[config.mk]
export PLATFORM = sky130hd
export DESIGN_NAME = oven_mode_sequencer
export DESIGN_NICKNAME = d
export VERILOG_FILES = /design/src/hw/rtl/osq_pkg.sv /design/src/hw/rtl/osq_cfg_regs.sv /design/src/hw/rtl/osq_in_stage.sv /design/src/hw/rtl/osq_core.sv /design/src/hw/rtl/osq_out_stage.sv /design/src/hw/rtl/oven_mode_sequencer.sv
export SDC_FILE = /design/constraint.sdc
export NUM_CORES = 1
export LEC_CHECK = 0
export ABC_AREA = 1
export CAP_MARGIN = 5
export CORE_MARGIN = 1.5
export CORE_UTILIZATION = 50
export CTS_CLUSTER_SIZE = 28
export DETAILED_ROUTE_END_ITERATION = 7
export DONT_BUFFER_PORTS = 1
export PLACE_DENSITY = 0.68
export SYNTH_ARGS = -nofsm -noshare
export SYNTH_HDL_FRONTEND = slang
export SYNTH_SLANG_ARGS = --single-unit
[constraint.sdc]
create_clock -name clk -period 3.2 [get_ports clk]
set_clock_uncertainty 0.05 [all_clocks]
set_input_delay 0.64 -clock clk [delete_from_list [all_inputs] [get_ports clk]]
set_output_delay 0.64 -clock clk [all_outputs]
set_load 0.05 [all_outputs]
[src/hw/rtl/osq_pkg.sv]
// types, codes and reset values for the oven mode sequencer
`default_nettype none
package osq_pkg;

  typedef enum logic [2:0] {
    MODE_FAULT = 3'd0,
    MODE_IDLE  = 3'd1,
    MODE_RUN   = 3'd2,
    MODE_DONE  = 3'd3,
    MODE_PAUSE = 3'd4,
    MODE_HAND  = 3'd5
  } osq_mode_t;

  localparam logic [1:0] OP_TICK  = 2'd0;
  localparam logic [1:0] OP_RED   = 2'd1;
  localparam logic [1:0] OP_GREEN = 2'd2;

  localparam logic [1:0] FAULT_NONE      = 2'd0;
  localparam logic [1:0] FAULT_OPEN      = 2'd1;
  localparam logic [1:0] FAULT_SHORT_GND = 2'd2;
  localparam logic [1:0] FAULT_SHORT_VCC = 2'd3;

  localparam logic [15:0] RAW_OPEN      = 16'hFFFF;
  localparam logic [15:0] RAW_SHORT_GND = 16'hFFFE;
  localparam logic [15:0] RAW_SHORT_VCC = 16'hFFFD;

  localparam logic [2:0] REG_PROFILE_COUNT    = 3'd0;
  localparam logic [2:0] REG_MANUAL_START     = 3'd1;
  localparam logic [2:0] REG_MANUAL_INCREMENT = 3'd2;
  localparam logic [2:0] REG_MANUAL_CEILING   = 3'd3;
  localparam logic [2:0] REG_MANUAL_FLOOR     = 3'd4;

  localparam logic [2:0]  RST_PROFILE_COUNT    = 3'd3;
  localparam logic [11:0] RST_MANUAL_START     = 12'd600;
  localparam logic [7:0]  RST_MANUAL_INCREMENT = 8'd20;
  localparam logic [11:0] RST_MANUAL_CEILING   = 12'd1000;
  localparam logic [11:0] RST_MANUAL_FLOOR     = 12'd200;

  typedef struct packed {
    logic [2:0]  profile_count;
    logic [11:0] manual_start;
    logic [7:0]  manual_increment;
    logic [11:0] manual_ceiling;
    logic [11:0] manual_floor;
  } osq_cfg_t;

  typedef struct packed {
    logic [1:0]         opcode;
    logic [15:0]        temp_raw;
    logic signed [15:0] profile_target;
    logic               profile_done;
  } osq_item_t;

  typedef struct packed {
    logic [2:0]         mode;
    logic signed [15:0] active_target;
    logic [1:0]         fault_code;
    logic [2:0]         selected_profile;
    logic               manual_selected;
    logic [11:0]        pending_manual;
    logic               manual_pending_flag;
    logic [15:0]        elapsed_ticks;
    logic               run_finished;
    logic               profile_reload;
    logic [2:0]         reload_index;
    logic               blink_led;
  } osq_result_t;

endpackage
`default_nettype wire

[src/hw/rtl/osq_cfg_regs.sv]
// configuration register file behind the apb-style port
`default_nettype none
module osq_cfg_regs
  import osq_pkg::*;
(
  input  wire logic        clk,
  input  wire logic        rst_n,
  input  wire logic        psel,
  input  wire logic        penable,
  input  wire logic        pwrite,
  input  wire logic [4:0]  paddr,
  input  wire logic [31:0] pwdata,
  output logic [31:0]      prdata,
  output osq_cfg_t         cfg
);

  osq_cfg_t   cfg_r;
  logic       wr_en;
  logic [2:0] reg_idx;

  assign wr_en   = psel && penable && pwrite;
  assign reg_idx = paddr[4:2];
  assign cfg     = cfg_r;

  always_ff @(posedge clk) begin
    if (!rst_n) begin
      cfg_r.profile_count    <= RST_PROFILE_COUNT;
      cfg_r.manual_start     <= RST_MANUAL_START;
      cfg_r.manual_increment <= RST_MANUAL_INCREMENT;
      cfg_r.manual_ceiling   <= RST_MANUAL_CEILING;
      cfg_r.manual_floor     <= RST_MANUAL_FLOOR;
    end else if (wr_en) begin
      case (reg_idx)
        REG_PROFILE_COUNT:    cfg_r.profile_count    <= pwdata[2:0];
        REG_MANUAL_START:     cfg_r.manual_start     <= pwdata[11:0];
        REG_MANUAL_INCREMENT: cfg_r.manual_increment <= pwdata[7:0];
        REG_MANUAL_CEILING:   cfg_r.manual_ceiling   <= pwdata[11:0];
        REG_MANUAL_FLOOR:     cfg_r.manual_floor     <= pwdata[11:0];
        default: ;
      endcase
    end
  end

  always_comb begin
    case (reg_idx)
      REG_PROFILE_COUNT:    prdata = {29'd0, cfg_r.profile_count};
      REG_MANUAL_START:     prdata = {20'd0, cfg_r.manual_start};
      REG_MANUAL_INCREMENT: prdata = {24'd0, cfg_r.manual_increment};
      REG_MANUAL_CEILING:   prdata = {20'd0, cfg_r.manual_ceiling};
      REG_MANUAL_FLOOR:     prdata = {20'd0, cfg_r.manual_floor};
      default:              prdata = 32'd0;
    endcase
  end

endmodule
`default_nettype wire

[src/hw/rtl/osq_in_stage.sv]
// input register stage for event words
`default_nettype none
module osq_in_stage
  import osq_pkg::*;
(
  input  wire logic      clk,
  input  wire logic      rst_n,
  input  wire logic      in_valid,
  output logic           in_ready,
  input  osq_item_t      in_item,
  input  wire logic      drain,
  output logic           fire,
  output osq_item_t      item
);

  logic      valid_r;
  osq_item_t item_r;

  assign in_ready = !valid_r || drain;
  assign fire     = valid_r && drain;
  assign item     = item_r;

  always_ff @(posedge clk) begin
    if (!rst_n) begin
      valid_r <= 1'b0;
    end else if (in_ready) begin
      valid_r <= in_valid;
    end
  end

  always_ff @(posedge clk) begin
    if (in_ready && in_valid) begin
      item_r <= in_item;
    end
  end

endmodule
`default_nettype wire

[src/hw/rtl/osq_core.sv]
// mode state registers and the per-event next state logic
`default_nettype none
module osq_core
  import osq_pkg::*;
(
  input  wire logic   clk,
  input  wire logic   rst_n,
  input  wire logic   fire,
  input  osq_item_t   item,
  input  osq_cfg_t    cfg,
  output osq_result_t result
);

  osq_mode_t          mode_r, mode_nxt;
  logic signed [15:0] target_r, target_nxt;
  logic [1:0]         fault_r, fault_nxt;
  logic [2:0]         sel_r, sel_nxt;
  logic               mflag_r, mflag_nxt;
  logic [11:0]        mvalue_r, mvalue_nxt;
  logic               mchanged_r, mchanged_nxt;
  logic [15:0]        ticks_r, ticks_nxt;
  logic               blink_r, blink_nxt;
  logic               finished;
  logic               reload;
  logic [2:0]         ridx;
  logic [3:0]         sel_inc;
  logic [12:0]        msum;
  logic               raw_err;
  logic signed [15:0] mvalue_ext;

  assign raw_err    = item.temp_raw >= RAW_SHORT_VCC;
  assign mvalue_ext = signed'({4'd0, mvalue_r});

  always_comb begin
    mode_nxt     = mode_r;
    target_nxt   = target_r;
    fault_nxt    = fault_r;
    sel_nxt      = sel_r;
    mflag_nxt    = mflag_r;
    mvalue_nxt   = mvalue_r;
    mchanged_nxt = mchanged_r;
    ticks_nxt    = ticks_r;
    blink_nxt    = blink_r;
    finished     = 1'b0;
    reload       = 1'b0;
    ridx         = 3'd0;
    sel_inc      = {1'b0, sel_r} + 4'd1;
    msum         = {1'b0, mvalue_r} + {5'd0, cfg.manual_increment};

    case (item.opcode)
      OP_TICK: begin
        if (raw_err && mode_r != MODE_FAULT) begin
          mode_nxt  = MODE_FAULT;
          blink_nxt = 1'b1;
          if (item.temp_raw == RAW_OPEN) begin
            fault_nxt = FAULT_OPEN;
          end else if (item.temp_raw == RAW_SHORT_GND) begin
            fault_nxt = FAULT_SHORT_GND;
          end else begin
            fault_nxt = FAULT_SHORT_VCC;
          end
        end
        if (mode_nxt == MODE_RUN) begin
          target_nxt = item.profile_target;
          if (item.profile_done) begin
            mode_nxt = MODE_DONE;
            finished = 1'b1;
          end
        end
        ticks_nxt = ticks_r + 16'd1;
      end
      OP_RED: begin
        case (mode_r)
          MODE_FAULT, MODE_DONE, MODE_PAUSE: begin
            if (mode_r == MODE_FAULT) begin
              mflag_nxt = 1'b0;
            end
            reload     = 1'b1;
            blink_nxt  = 1'b0;
            target_nxt = 16'sd0;
            fault_nxt  = FAULT_NONE;
            mode_nxt   = MODE_IDLE;
          end
          MODE_IDLE: begin
            if (!mflag_r) begin
              mode_nxt = MODE_RUN;
            end else begin
              target_nxt = mvalue_ext;
              mode_nxt   = MODE_HAND;
            end
          end
          MODE_RUN: mode_nxt = MODE_PAUSE;
          MODE_HAND: begin
            if (mchanged_r) begin
              target_nxt   = mvalue_ext;
              mchanged_nxt = 1'b0;
            end
          end
          default: ;
        endcase
      end
      OP_GREEN: begin
        case (mode_r)
          MODE_IDLE: begin
            if (sel_inc > {1'b0, cfg.profile_count}) begin
              sel_inc = 4'd0;
            end
            sel_nxt = sel_inc[2:0];
            if (sel_nxt < cfg.profile_count) begin
              mflag_nxt = 1'b0;
              reload    = 1'b1;
              ridx      = sel_nxt;
            end else begin
              mflag_nxt  = 1'b1;
              mvalue_nxt = cfg.manual_start;
            end
          end
          MODE_PAUSE: mode_nxt = MODE_RUN;
          MODE_HAND: begin
            if (msum > {1'b0, cfg.manual_ceiling}) begin
              mvalue_nxt = cfg.manual_floor;
            end else begin
              mvalue_nxt = msum[11:0];
            end
            mchanged_nxt = 1'b1;
          end
          default: ;
        endcase
      end
      default: ;
    endcase

    if (mode_nxt == MODE_DONE) begin
      target_nxt = 16'sd0;
    end
  end

  always_ff @(posedge clk) begin
    if (!rst_n) begin
      mode_r     <= MODE_IDLE;
      target_r   <= 16'sd0;
      fault_r    <= FAULT_NONE;
      sel_r      <= 3'd0;
      mflag_r    <= 1'b0;
      mvalue_r   <= 12'd0;
      mchanged_r <= 1'b0;
      ticks_r    <= 16'd0;
      blink_r    <= 1'b0;
    end else if (fire) begin
      mode_r     <= mode_nxt;
      target_r   <= target_nxt;
      fault_r    <= fault_nxt;
      sel_r      <= sel_nxt;
      mflag_r    <= mflag_nxt;
      mvalue_r   <= mvalue_nxt;
      mchanged_r <= mchanged_nxt;
      ticks_r    <= ticks_nxt;
      blink_r    <= blink_nxt;
    end
  end

  always_comb begin
    result.mode                = mode_nxt;
    result.active_target       = target_nxt;
    result.fault_code          = fault_nxt;
    result.selected_profile    = sel_nxt;
    result.manual_selected     = mflag_nxt;
    result.pending_manual      = mvalue_nxt;
    result.manual_pending_flag = mchanged_nxt;
    result.elapsed_ticks       = ticks_nxt;
    result.run_finished        = finished;
    result.profile_reload      = reload;
    result.reload_index        = ridx;
    result.blink_led           = blink_nxt;
  end

endmodule
`default_nettype wire

[src/hw/rtl/osq_out_stage.sv]
// result register stage toward the output channel
`default_nettype none
module osq_out_stage
  import osq_pkg::*;
(
  input  wire logic   clk,
  input  wire logic   rst_n,
  input  wire logic   load,
  input  osq_result_t result,
  output logic        space,
  output logic        out_valid,
  input  wire logic   out_ready,
  output osq_result_t out_result
);

  logic        valid_r;
  osq_result_t res_r;

  assign space      = !valid_r || out_ready;
  assign out_valid  = valid_r;
  assign out_result = res_r;

  always_ff @(posedge clk) begin
    if (!rst_n) begin
      valid_r <= 1'b0;
    end else if (load) begin
      valid_r <= 1'b1;
    end else if (out_ready) begin
      valid_r <= 1'b0;
    end
  end

  always_ff @(posedge clk) begin
    if (load) begin
      res_r <= result;
    end
  end

endmodule
`default_nettype wire

[src/hw/rtl/oven_mode_sequencer.sv]
// top level of the reflow oven mode sequencer
// a word in the input register passes through the mode logic into the result register once that register has space
// throughput: one word per cycle while out_tready is high, set by the single input and result register pair
// the mode logic between them is one pass of compares and a few small adds
// reset: synchronous active-low rst_n clears both stages, mode idle, registers to defaults
// no clearing pass; words are accepted as soon as reset is released
`default_nettype none
module oven_mode_sequencer
  import osq_pkg::*;
(
  input  wire logic        clk,
  input  wire logic        rst_n,
  input  wire logic        in_tvalid,
  output logic             in_tready,
  // temp_raw[15:0], profile_target[31:16], profile_done[32], zero fill
  input  wire logic [39:0] in_tdata,
  // opcode[1:0]
  input  wire logic [1:0]  in_tuser,
  output logic             out_tvalid,
  input  wire logic        out_tready,
  // mode[2:0], active_target[18:3], fault_code[20:19], selected_profile[23:21],
  // manual_selected[24], pending_manual[36:25], manual_pending_flag[37],
  // elapsed_ticks[53:38], run_finished[54], profile_reload[55],
  // reload_index[58:56], blink_led[59], zero fill
  output logic [63:0]      out_tdata,
  input  wire logic        cfg_psel,
  input  wire logic        cfg_penable,
  input  wire logic        cfg_pwrite,
  input  wire logic [4:0]  cfg_paddr,
  input  wire logic [31:0] cfg_pwdata,
  output logic [31:0]      cfg_prdata,
  output logic             cfg_pready
);

  osq_cfg_t    cfg;
  osq_item_t   in_item;
  osq_item_t   item;
  osq_result_t result;
  osq_result_t out_res;
  logic        fire;
  logic        space;

  assign cfg_pready = 1'b1;

  assign in_item.opcode         = in_tuser;
  assign in_item.temp_raw       = in_tdata[15:0];
  assign in_item.profile_target = signed'(in_tdata[31:16]);
  assign in_item.profile_done   = in_tdata[32];

  osq_cfg_regs u_cfg (
    .clk     (clk),
    .rst_n   (rst_n),
    .psel    (cfg_psel),
    .penable (cfg_penable),
    .pwrite  (cfg_pwrite),
    .paddr   (cfg_paddr),
    .pwdata  (cfg_pwdata),
    .prdata  (cfg_prdata),
    .cfg     (cfg)
  );

  osq_in_stage u_in (
    .clk      (clk),
    .rst_n    (rst_n),
    .in_valid (in_tvalid),
    .in_ready (in_tready),
    .in_item  (in_item),
    .drain    (space),
    .fire     (fire),
    .item     (item)
  );

  osq_core u_core (
    .clk    (clk),
    .rst_n  (rst_n),
    .fire   (fire),
    .item   (item),
    .cfg    (cfg),
    .result (result)
  );

  osq_out_stage u_out (
    .clk        (clk),
    .rst_n      (rst_n),
    .load       (fire),
    .result     (result),
    .space      (space),
    .out_valid  (out_tvalid),
    .out_ready  (out_tready),
    .out_result (out_res)
  );

  assign out_tdata = {4'd0,
                      out_res.blink_led,
                      out_res.reload_index,
                      out_res.profile_reload,
                      out_res.run_finished,
                      out_res.elapsed_ticks,
                      out_res.manual_pending_flag,
                      out_res.pending_manual,
                      out_res.manual_selected,
                      out_res.selected_profile,
                      out_res.fault_code,
                      out_res.active_target,
                      out_res.mode};

endmodule
`default_nettype wire

== After elaboration in Yosys (flattened, before gate mapping) ==
Index checks and enable logic that the tools add are counted.

* Output and inout port bits: 99
* Flip-flop bits (word level): 199
* Bits of input ports: 86

* Order comparisons: 4
* $add $sub $neg: 3
* Equality and inequality tests: 15
* Reduce and logical (&&, ||, !) cells: 22
* Muxes and demuxes: 48

{| class="wikitable"
|+ Operators by type and width
! kind !! number
|-
| $mux W16 || 5
|-
| $pmux W12 S5 || 1
|-
| $pmux W16 S3 || 1
|-
| $mux W12 || 3
|-
| $mux W3 || 11
|-
| $eq A16 B16 Y1 const B || 2
|-
| $pmux W16 S2 || 1
|-
| $pmux W12 S2 || 1
|-
| $eq A3 B2 Y1 const B || 6
|-
| $pmux W3 S3 || 2
|-
| $add A16 B1 Y16 const B || 1
|-
| $ge A16 B16 Y1 const B || 1
|-
| $mux W1 || 15
|-
| $add A12 B8 Y13 || 1
|-
| $gt A13 B12 Y1 || 1
|-
| $reduce_and A2 Y1 || 6
|-
| $eq A3 B3 Y1 const B || 3
|-
| $pmux W1 S2 || 4
|-
| $eq A3 B1 Y1 const B || 2
|-
| $logic_not A3 Y1 || 2
|-
| $mux W2 || 3
|-
| $logic_and A1 B1 Y1 || 5
|-
| $add A3 B1 Y4 const B || 1
|-
| $gt A4 B3 Y1 || 1
|-
| other kinds (11) || 13
|}

== Depth between registers and ports, before layout ==
Gate-level depths: netlist of run 1.

* Depth after elaboration: 9
* Gate-level depth with buffers: 24
* Depth with buffers taken out: 23

== Modules after synthesis ==
From an unflattened synthesis of run 1, not the netlist that was laid out.

* Cells, all modules: 1447
* Area total of the unflattened synthesis: 11101.9 um^2

{| class="wikitable"
|+ By module, submodules not included
! module !! sequential area each (um^2) !! instances !! cells an instance !! area each (um^2)
|-
| osq_core || 1101.1 || 1 || 944 || 5552.8
|-
| osq_cfg_regs || 940.9 || 1 || 386 || 2546.2
|-
| osq_out_stage || 1821.7 || 1 || 66 || 1848.0
|-
| osq_in_stage || 1071.0 || 1 || 44 || 1109.8
|-
| oven_mode_sequencer || 0.0 || 1 || 7 || 45.0
|}

== Least setup slack after synthesis of run 1 ==
OpenSTA, ideal clock, no wires.

* Kind: input-to-reg
* From: input out_tready
* To: register u_out.res_r, in the netlist u_out.out_result[0] (enable)
* Buffers on the path: 1
* Cell stages on the path: 5
* Library setup time: 0.448 ns
* Required time: 2.702 ns
* Slack: -0.125 ns
* Arrival time: 2.827 ns
* Path through: inv_1 -> nand2_1 -> nand2_1 -> clkinv_1 -> clkbuf_1

* Word-level cells in the longest chain between the ends: 2

{| class="wikitable"
|+ Ends and longest elaborated chain
! element !! RTL line !! text
|-
| start, declared || oven_mode_sequencer.sv:20 || <nowiki>input wire logic out_tready,</nowiki>
|-
| $logic_or A1 B1 Y1 || osq_out_stage.sv:19 || <nowiki>assign space = !valid_r || out_ready;</nowiki>
|-
| $logic_and A1 B1 Y1 || osq_in_stage.sv:20 || <nowiki>assign fire = valid_r && drain;</nowiki>
|-
| via fire || oven_mode_sequencer.sv:40 || <nowiki>logic fire;</nowiki>
|-
| end signal, assigned || osq_out_stage.sv:35 || <nowiki>res_r <= result;</nowiki>
|-
| end, declared || osq_out_stage.sv:17 || <nowiki>osq_result_t res_r;</nowiki>
|}

The timed path passes the listed nets, and every way through them passes these cells.
A chain may end at the register's enable or synchronous reset.

== Worst setup path in the final report of run 1 ==
* From: register u_cfg.cfg_r, in the netlist u_cfg.cfg[24]
* To: register u_core.mvalue_r[11]

* Word-level cells in the longest chain between the ends: 5

{| class="wikitable"
|+ Ends and longest elaborated chain
! element !! RTL line !! text
|-
| start, declared || osq_cfg_regs.sv:17 || <nowiki>osq_cfg_t cfg_r;</nowiki>
|-
| $add A12 B8 Y13 * || osq_core.sv:48 || <nowiki>msum = {1'b0, mvalue_r} + {5'd0, cfg.manual_increment};</nowiki>
|-
| $gt A13 B12 Y1 || osq_core.sv:120 || <nowiki>if (msum > {1'b0, cfg.manual_ceiling}) begin</nowiki>
|-
| $mux W12 * || osq_core.sv:120 ||
|-
| $pmux W12 S2 * || osq_core.sv:103 || <nowiki>case (mode_r)</nowiki>
|-
| $mux W12 * || osq_core.sv:50 || <nowiki>case (item.opcode)</nowiki>
|-
| end signal, assigned || osq_core.sv:155 || <nowiki>mvalue_r <= mvalue_nxt;</nowiki>
|-
| end, declared || osq_core.sv:19 || <nowiki>logic [11:0] mvalue_r, mvalue_nxt;</nowiki>
|}

Mark *: on every way between the ends. The rest lies on a longest branch, timed or not.

==> results of run 1 <==
## worst max path at each step
stage                                          from                                to
floorplan           u_core.mvalue_r[0]$_SDFFE_PN0P_    u_out.out_result[26]$_DFFE_PP_
global placement         u_cfg.cfg[24]$_SDFFE_PN0P_    u_out.out_result[29]$_DFFE_PP_
detailed placement       u_cfg.cfg[24]$_SDFFE_PN0P_    u_out.out_result[29]$_DFFE_PP_
CTS                      u_cfg.cfg[24]$_SDFFE_PN0P_    u_out.out_result[29]$_DFFE_PP_
global route             u_cfg.cfg[24]$_SDFFE_PN0P_    u_out.out_result[33]$_DFFE_PP_
finish                   u_cfg.cfg[24]$_SDFFE_PN0P_  u_core.mvalue_r[11]$_SDFFE_PN0P_
## metrics by stage
stage | TNS (ns) | instance area, um^2 | utilization | std cells | hold slack [ns]
after floorplan | 0 | 10300 | - | 1258 | 0.394
final | -0.0148 | 11700 | 0.578 | 1543 | 0.247
after global placement | -4.34 | 10600 | 0.527 | 1506 | 0.420
after detailed placement | -5.22 | 10600 | 0.527 | 1506 | 0.424
after CTS | 0 | 11400 | 0.563 | 1541 | 0.228
after global routing | -3.44 | 11700 | 0.578 | 1543 | 0.221
## sequential cells by signal, indices dropped and copies added, names as in the netlist
| register | flops |
|---|---|
| u_core.mflag_r | 1 |
| u_in.item | 35 |
| u_in.valid_r | 1 |
| u_core.target_r | 16 |
| u_core.sel_r | 3 |
| u_out.out_valid | 1 |
| u_core.mchanged_r | 1 |
| u_cfg.cfg | 47 |
| u_core.blink_r | 1 |
| u_core.ticks_r | 16 |
| u_core.fault_r | 2 |
| u_core.mode_r | 3 |
| u_core.mvalue_r | 12 |
| u_out.out_result | 60 |
## power groups by stage
stage | Sequential, mW | Combinational [mW] | Clock, mW
2_1_floorplan | 3.09 | 0.692 | 0
3_3_place_gp | 3.12 | 0.832 | 0
3_5_place_dp | 3.12 | 0.845 | 0
4_1_cts | 3.07 | 0.871 | 2.21
5_1_grt | 3.08 | 1.04 | 2.30
6_report | 3.07 | 0.937 | 2.15
## cell usage in the layout (no fill, tap or decap), types with 4 or more instances in the layout
cell | Yosys | final
o221ai_1 | 4 | 4
ha_1 | 31 | 23
nor2_1 | 71 | 69
a22oi_1 | 10 | 10
xnor2_2 | 0 | 4
nand4_1 | 9 | 9
nand3_2 | 2 | 23
inv_2 | 6 | 11
nand2_2 | 14 | 36
buf_6 | 1 | 8
nor2_2 | 5 | 7
clkbuf_16 | 0 | 17
edfxtp_1 | 95 | 95
xor2_1 | 12 | 11
buf_4 | 28 | 46
inv_1 | 191 | 186
a21oi_1 | 83 | 74
nand2_1 | 221 | 194
a221o_1 | 6 | 6
o211ai_1 | 25 | 25
o22ai_1 | 7 | 7
a21oi_2 | 10 | 18
nand3_1 | 96 | 75
nand2_4 | 0 | 5
o21ai_0 | 112 | 110
conb_1 | 2 | 25
o21ai_1 | 7 | 9
ha_4 | 0 | 5
dfxtp_1 | 104 | 100
## final cells by class
class,count,area (um^2)
sequential,199,4940
inverter,199,749
clock inverter,14,164
tap,270,338
fill,1814,8500
multi-input combinational,787,4580
clock buffer,18,429
timing repair buffer,56,467
## cell families (layout without fill, tap and decap cells)
kind of cell    count (synthesis)  count (layout)
simple gates                  430             430
other cells                     2              25
fa+ha+maj                      32              32
compound gates                282             282
flops                         199             199
xor+xnor                       18              18
buf+inv                       272             287
## routing by layer
layer  vias up  part of all wire  routed length, um
met4         0             0.013                312
li1       4111                 -                  -
met1      3739              0.45              10700
met2       250              0.47              11000
met3        22             0.069               1640
met5         -                 0                  0
## repair_timing
| action | 4_1_cts | 5_1_grt |
|---|---|---|
| gates resized for setup | 31 | 69 |
| pin swaps | 14 | 33 |
| cloned | 0 | 1 |
| hold endpoints to repair | 0 | 0 |
| buffers inserted | 3 | 1 |
| endpoints found under the setup margin | 24 | 26 |
## critical path, stage by stage (launching register included)
cell	delay, ns
dfxtp_4	0.38
ha_4	0.14
inv_2	0.04
fa_2	0.33
nand3b_1	0.17
nand2_2	0.11
nand2_2	0.08
nand2_4	0.09
buf_6	0.10
nand2_4	0.03
nand2_2	0.06
nand2_2	0.06
inv_2	0.07
ha_4	0.20
a21o_1	0.18
a21oi_2	0.13
nand3_1	0.09
nand2_2	0.12
nand2_2	0.08
buf_6	0.14
nand2_4	0.05
nand3_2	0.08
nand3_2	0.09
nand2_2	0.07
buf_6	0.12
a21oi_2	0.09
==> metrics.csv, run 1 <==
stage;metric;value;unit
clock_network;clk buf depth;2;
logic_synthesis;Synth Flop Type;dfxtp_1;
routing;DR vias;8122;
routing;antenna viol nets, final;0;
pwr;Clock power frac;0.350;
timing;normalized max-slew margin;0.384;
logic_synthesis;library cells used by synthesis;50;
floorplanning;Die X;146;um
place;GP Congestion;0.895;
setup_path;Worst setup EP type;flop;
global_route;vias in the first global route;7445;
timing;Fmax;312;MHz
logic_synthesis;Post-Synth XOR/XNOR Area;0.0154;
pwr;P_int;4.31;mW
floorplanning;I/O pin count;185;
logic_synthesis;Post-synth EDFFs;95;
floorplanning;FP Rows;52;
clock_network;CTS root buffer;clkbuf_16;
min_path;worst hold endpoint;u_in.item[8]$_DFFE_PP_;
global_route;grt met1 use;0.305;
global_route;grt total ovfl;0;
logic_synthesis;Synth Area in Adders;0.0399;
routing;Detailed Route WL;23700;um
setup_path;startpoint types;flop;
run_status;outcome;finished with violations;
run;Max-Cap Viols;0;
pwr;Leakage;5.21;nW
routing;Vias/cell;5.26;
routing;Routed WL per cell;15.4;um
pwr;Net Switching;1.85;mW
clock_network;total CTS buffers;17;
setup_path;CP arrival;3.52;ns
logic_synthesis;Synth Cell Area;10200;um^2
global_route;first-pass GRT wire length;38300;um
pwr;sequential power share;0.498;
setup_path;flop2flop setup slack;-0.01;ns
global_route;gr busiest metal;met2;
min_path;Hold Startpoint;in_tdata[23];
global_route;global-route met3 utilization;0.0599;
setup_path;capturing point of the worst reg2reg path;u_core.mvalue_r[11]$_SDFFE_PN0P_;
logic_synthesis;Yosys top cell by area;edfxtp_1;
timing;Final Critical Period;3.21;ns
place;post-place setup slack;-0.284;ns
timing;Slew Limit Fails;0;
cells_and_area;layout cells sized above 1;0.170;
timing;Final Worst Setup Slack;-0.00968;ns
floorplanning;chip height;146;um
logic_synthesis;YS warnings;0;
floorplanning;Initial Util;0.507;
routing;TritonRoute pass-1 iters;5;
routing;drc violations;0;
pwr;Combinational Power Share;0.152;
logic_synthesis;count leader, synth;nand2_1;
global_route;All-Layer GR Usage;0.225;
cells_and_area;Final nets;1378;
setup_path;crit-path max FO;5;
clock_network;Clk pin slew, worst setup/hold paths;0.08;ns
pwr;worst vdd ir;0.379;mV
clock_network;H-tree depth;4;
logic_synthesis;top post-synthesis cells by area;edfxtp_1, dfxtp_1, nand2_1;
floorplanning;Core Region;20200;um^2
global_route;largest net degree at the start of global routing;80;
timing;RSZ-0062 raised after global routing;true;
timing;period utilisation layout;1.00;
setup_path;Data required, critical path;3.51;ns
routing;Detailed Route Iter0 Violations;523;
pwr;Final Total Pwr;6.16;mW
logic_synthesis;cells after synthesis;1235;
run_status;failing checks;negative setup slack;
min_path;type of the tightest min-delay check;input pin to flop;
clock_network;CTS Sinks;199;
logic_synthesis;multiplexer area fraction after synthesis;0;
timing;setup violators final;3;
clock_network;worst-skew pair later-pin latency;0.43;ns
setup_path;crit path kind;flop to flop;
logic_synthesis;sequential element share of the synthesized area;0.483;
setup_path;worst reg2reg path depth;25;
place;IO Port Bufs;0;
global_route;initial antenna violation count;0;
floorplanning;die area;21300;um^2
pwr;P per Cell Area;528;nW/um^2
logic_synthesis;Compound-Gate Fraction of Synth Area;0.163;
logic_synthesis;ys async rst share;0;
clock_network;TritonCTS clock tree;built;
timing;Hold Vio Cnt, Final;0;
place;Post-DP HPWL;16800;um
clock_network;cts hold-fix bufs;0;
min_path;WHS Path Cells;0;
setup_path;reg2reg start;u_cfg.cfg[24]$_SDFFE_PN0P_;
logic_synthesis;largest family of logic cells by synthesized area;simple AND/OR/NAND/NOR gates;
timing;Slew @ Worst Pin;0.920;ns
logic_synthesis;number of synthesized register bits;199;
cells_and_area;Ant. Diodes;0;
logic_synthesis;Post-synth top cells;nand2_1, inv_1, o21ai_0, dfxtp_1, nand3_1;
logic_synthesis;Synth Area in Simple Gates;0.185;
global_route;GRT met2 Usage;0.359;
logic_synthesis;Synth top area share;0.279;
logic_synthesis;syn_area_per_cell;8.27;um^2
pwr;Switching Share;0.301;
cells_and_area;Area Growth Syn to Fin;14.2;%
(Power assumes the default switching activity.)
==> run 2, diff against run 1 <==
--- a/config.mk
+++ b/config.mk
@@ -7,12 +7,14 @@
 export LEC_CHECK = 0
 export ABC_AREA = 1
 export CAP_MARGIN = 5
+export CELL_PAD_IN_SITES_DETAIL_PLACEMENT = 0
+export CELL_PAD_IN_SITES_GLOBAL_PLACEMENT = 1
 export CORE_MARGIN = 1.5
-export CORE_UTILIZATION = 50
+export CORE_UTILIZATION = 43
 export CTS_CLUSTER_SIZE = 28
 export DETAILED_ROUTE_END_ITERATION = 7
 export DONT_BUFFER_PORTS = 1
-export PLACE_DENSITY = 0.68
+export PLACE_DENSITY_LB_ADDON = 0.1
 export SYNTH_ARGS = -nofsm -noshare
 export SYNTH_HDL_FRONTEND = slang
 export SYNTH_SLANG_ARGS = --single-unit
==> run 2 against run 1 <==
Against the previous run: the flow still finishes with violations (negative setup slack); critical endpoint is now u_out.out_result[33]$_DFFE_PP_; maximum frequency fell by 0.59%; sequential power is essentially flat; die area grew 16%; sequential share of layout area fell by 0.73 points; count of clock-buffer cells in the layout did not move; worst setup slack got worse by 0.019 ns; first-iteration DRC count is 18% lower; hold slack worse by 0.0020 ns; clock power about the same; wire length increased by 7.7%.
==> metrics.csv, run 2 (same netlist as run 1, synthesis figures left out) <==
stage;metric;value;unit;change
run_status;outcome;finished with violations;;unchanged
run_status;failing checks;negative setup slack;;unchanged
pwr;Leakage;5.25;nW;was 5.21 nW
setup_path;flop2flop setup slack;-0.03;ns;was -0.01 ns
place;post-placement cell count;1570;;was 1506
routing;drc violations;0;;unchanged
run;Max-Cap Viols;0;;unchanged
timing;Slew Limit Fails;0;;unchanged
clock_network;total CTS buffers;17;;unchanged
floorplanning;Core Region;23400;um^2;was 20200 um^2
setup_path;crit path kind;flop to flop;;unchanged
pwr;worst vdd ir;0.285;mV;was 0.379 mV
global_route;grt total ovfl;0;;unchanged
timing;setup TNS;-0.164;ns;was -0.0148 ns
global_route;first-pass GRT wire length;40400;um;was 38300 um
clock_network;cts hold-fix bufs;0;;unchanged
clock_network;worst-skew pair later-pin latency;0.43;ns;about the same
floorplanning;die area;24700;um^2;was 21300 um^2
global_route;vias in the first global route;7514;;was 7445
global_route;largest net degree at the start of global routing;80;;unchanged
min_path;type of the tightest min-delay check;input pin to flop;;unchanged
clock_network;Clk pin slew, worst setup/hold paths;0.08;ns;about the same
routing;DR vias;8062;;was 8122
place;post-place setup slack;-0.368;ns;was -0.284 ns
place;DP Area;10800;um^2;was 10600 um^2
routing;TritonRoute pass-1 iters;4;;was 5
floorplanning;FP Rows;56;;was 52
clock_network;TritonCTS clock tree;built;;unchanged
cells_and_area;Area Growth Syn to Fin;16.2;%;was 14.2%
floorplanning;Initial Util;0.437;;was 0.507
floorplanning;Die X;157;um;was 146 um
clock_network;H-tree depth;4;;unchanged
routing;Detailed Route Iter0 Violations;431;;was 523
setup_path;Critical-path top delay cell;dfxtp_4;;unchanged
timing;Final Worst Setup Slack;-0.0289;ns;was -0.00968 ns
setup_path;cell family with most CP delay;simple AND/OR/NAND/NOR gates;;unchanged
setup_path;CP peak stage delay;0.38;ns;about the same
cells_and_area;number of flip-flops in the largest register;60;;unchanged
cells_and_area;Final Instance Area;11900;um^2;was 11700 um^2
timing;period utilisation layout;1.01;;was 1.00
floorplanning;I/O pin count;185;;unchanged
timing;Hold Vio Cnt, Final;0;;unchanged
cells_and_area;leading cell type in the layout, fill and taps excluded;nand2_1;;unchanged
cells_and_area;Layout Cells excl Fill;1605;;was 1543
global_route;initial antenna violation count;0;;unchanged
timing;normalized max-slew margin;0.531;;was 0.384
cells_and_area;Final nets;1391;;was 1378
timing;Final Critical Period;3.23;ns;was 3.21 ns
setup_path;crit-path cells;ha_4, inv_2, fa_2, nand3b_1, nand2_2, nand2_2, nand2_4, nand3_2, nand2_2, inv_2, ha_4, nand3_4, nor3_4, nand2_1, nand3_1, nand2_2, nand2_2, buf_6, nand2_2, nand3_2, nand3_2, nand2_2, inv_2;;
clock_network;CTS Sinks;199;;unchanged
timing;Slew @ Worst Pin;0.704;ns;was 0.920 ns
routing;antenna viol nets, final;0;;unchanged
setup_path;CP most frequent cell;nand2_2;;unchanged
pwr;Final Total Pwr;6.21;mW;was 6.16 mW
setup_path;crit-path max FO;5;;unchanged
setup_path;startpoint types;flop;;unchanged
routing;Detailed Route WL;25600;um;was 23700 um
timing;RSZ-0062 raised after global routing;true;;unchanged
place;GP Congestion;0.781;;was 0.895
place;IO Port Bufs;0;;unchanged
setup_path;Buf/Inv on CP;4;;was 5
global_route;All-Layer GR Usage;0.211;;was 0.225
setup_path;CP arrival;3.36;ns;was 3.52 ns
cells_and_area;most frequent cells in the layout;nand2_1, inv_1, o21ai_0;;unchanged
setup_path;Data required, critical path;3.34;ns;was 3.51 ns
clock_network;CTS root buffer;clkbuf_16;;unchanged
setup_path;Worst setup EP type;flop;;unchanged
cells_and_area;layout cells sized above 1;0.187;;was 0.170
routing;Vias/cell;5.02;;was 5.26
timing;setup violators final;10;;was 3
place;Post-DP HPWL;18100;um;was 16800 um
timing;Fmax;310;MHz;was 312 MHz
clock_network;clk buf depth;2;;unchanged
cells_and_area;Ant. Diodes;0;;unchanged
pwr;P per Cell Area;523;nW/um^2;was 528 nW/um^2
floorplanning;chip height;157;um;was 146 um
routing;Routed WL per cell;15.9;um;was 15.4 um
==> run 2: metal layers <==
| layer | wire [um] | vias to the layer above | share of wire | GRT usage |
|---|---|---|---|---|
| li1 | - | 4130 | - | - |
| met1 | 12500 | 3733 | 0.49 | 0.296 |
| met2 | 11600 | 182 | 0.45 | 0.337 |
| met3 | 1180 | 17 | 0.046 | 0.0396 |
| met4 | 248 | 0 | 0.0097 | 0.0494 |
| met5 | 0 | - | 0 | 0 |
==> run 2: through the flow <==
stage | utilization | hold WS [ns]
after detailed placement | 0.463 | 0.419
after CTS | 0.497 | 0.225
final | 0.507 | 0.245
after global placement | 0.463 | 0.412
after floorplan | - | 0.394
after global routing | 0.507 | 0.217
==> run 2: where the power goes <==
part | internal [mW] | leakage, nW | total (mW) | switching [mW]
clock network | 1.12 | 0.283 | 2.18 | 1.06
registers | 2.82 | 1.77 | 3.06 | 0.240
logic | 0.323 | 3.20 | 0.964 | 0.641
total | 4.26 | 5.25 | 6.21 | 1.95
==> run 2: final timing paths <==
check | end | depth (start not counted) | startpoint
worst max-delay path | u_out.out_result[33]$_DFFE_PP_ | 23 | u_cfg.cfg[24]$_SDFFE_PN0P_
worst min-delay path | u_in.item[18]$_DFFE_PP_ | 0 | in_tdata[1]
worst max register to register | u_out.out_result[33]$_DFFE_PP_ | 23 | u_cfg.cfg[24]$_SDFFE_PN0P_
worst min register to register | u_cfg.cfg[39]$_SDFFE_PN0P_ | 2 | u_cfg.cfg[39]$_SDFFE_PN0P_
==> run 2: repair_timing <==
item / CTS / global route
resized for setup: 53 / 55
pin swaps: 19 / 30
buffers inserted: 1 / 2
setup endpoints to repair: 24 / 28
==> run 2: area by class of cell <==
| class | count | area (um^2) |
|---|---|---|
| multi-input combinational | 787 | 4610 |
| fill | 2295 | 11500 |
| inverter | 199 | 749 |
| timing repair buffer | 69 | 582 |
| tap | 319 | 399 |
| sequential | 199 | 4940 |
| clock buffer | 18 | 429 |
| clock inverter | 14 | 161 |
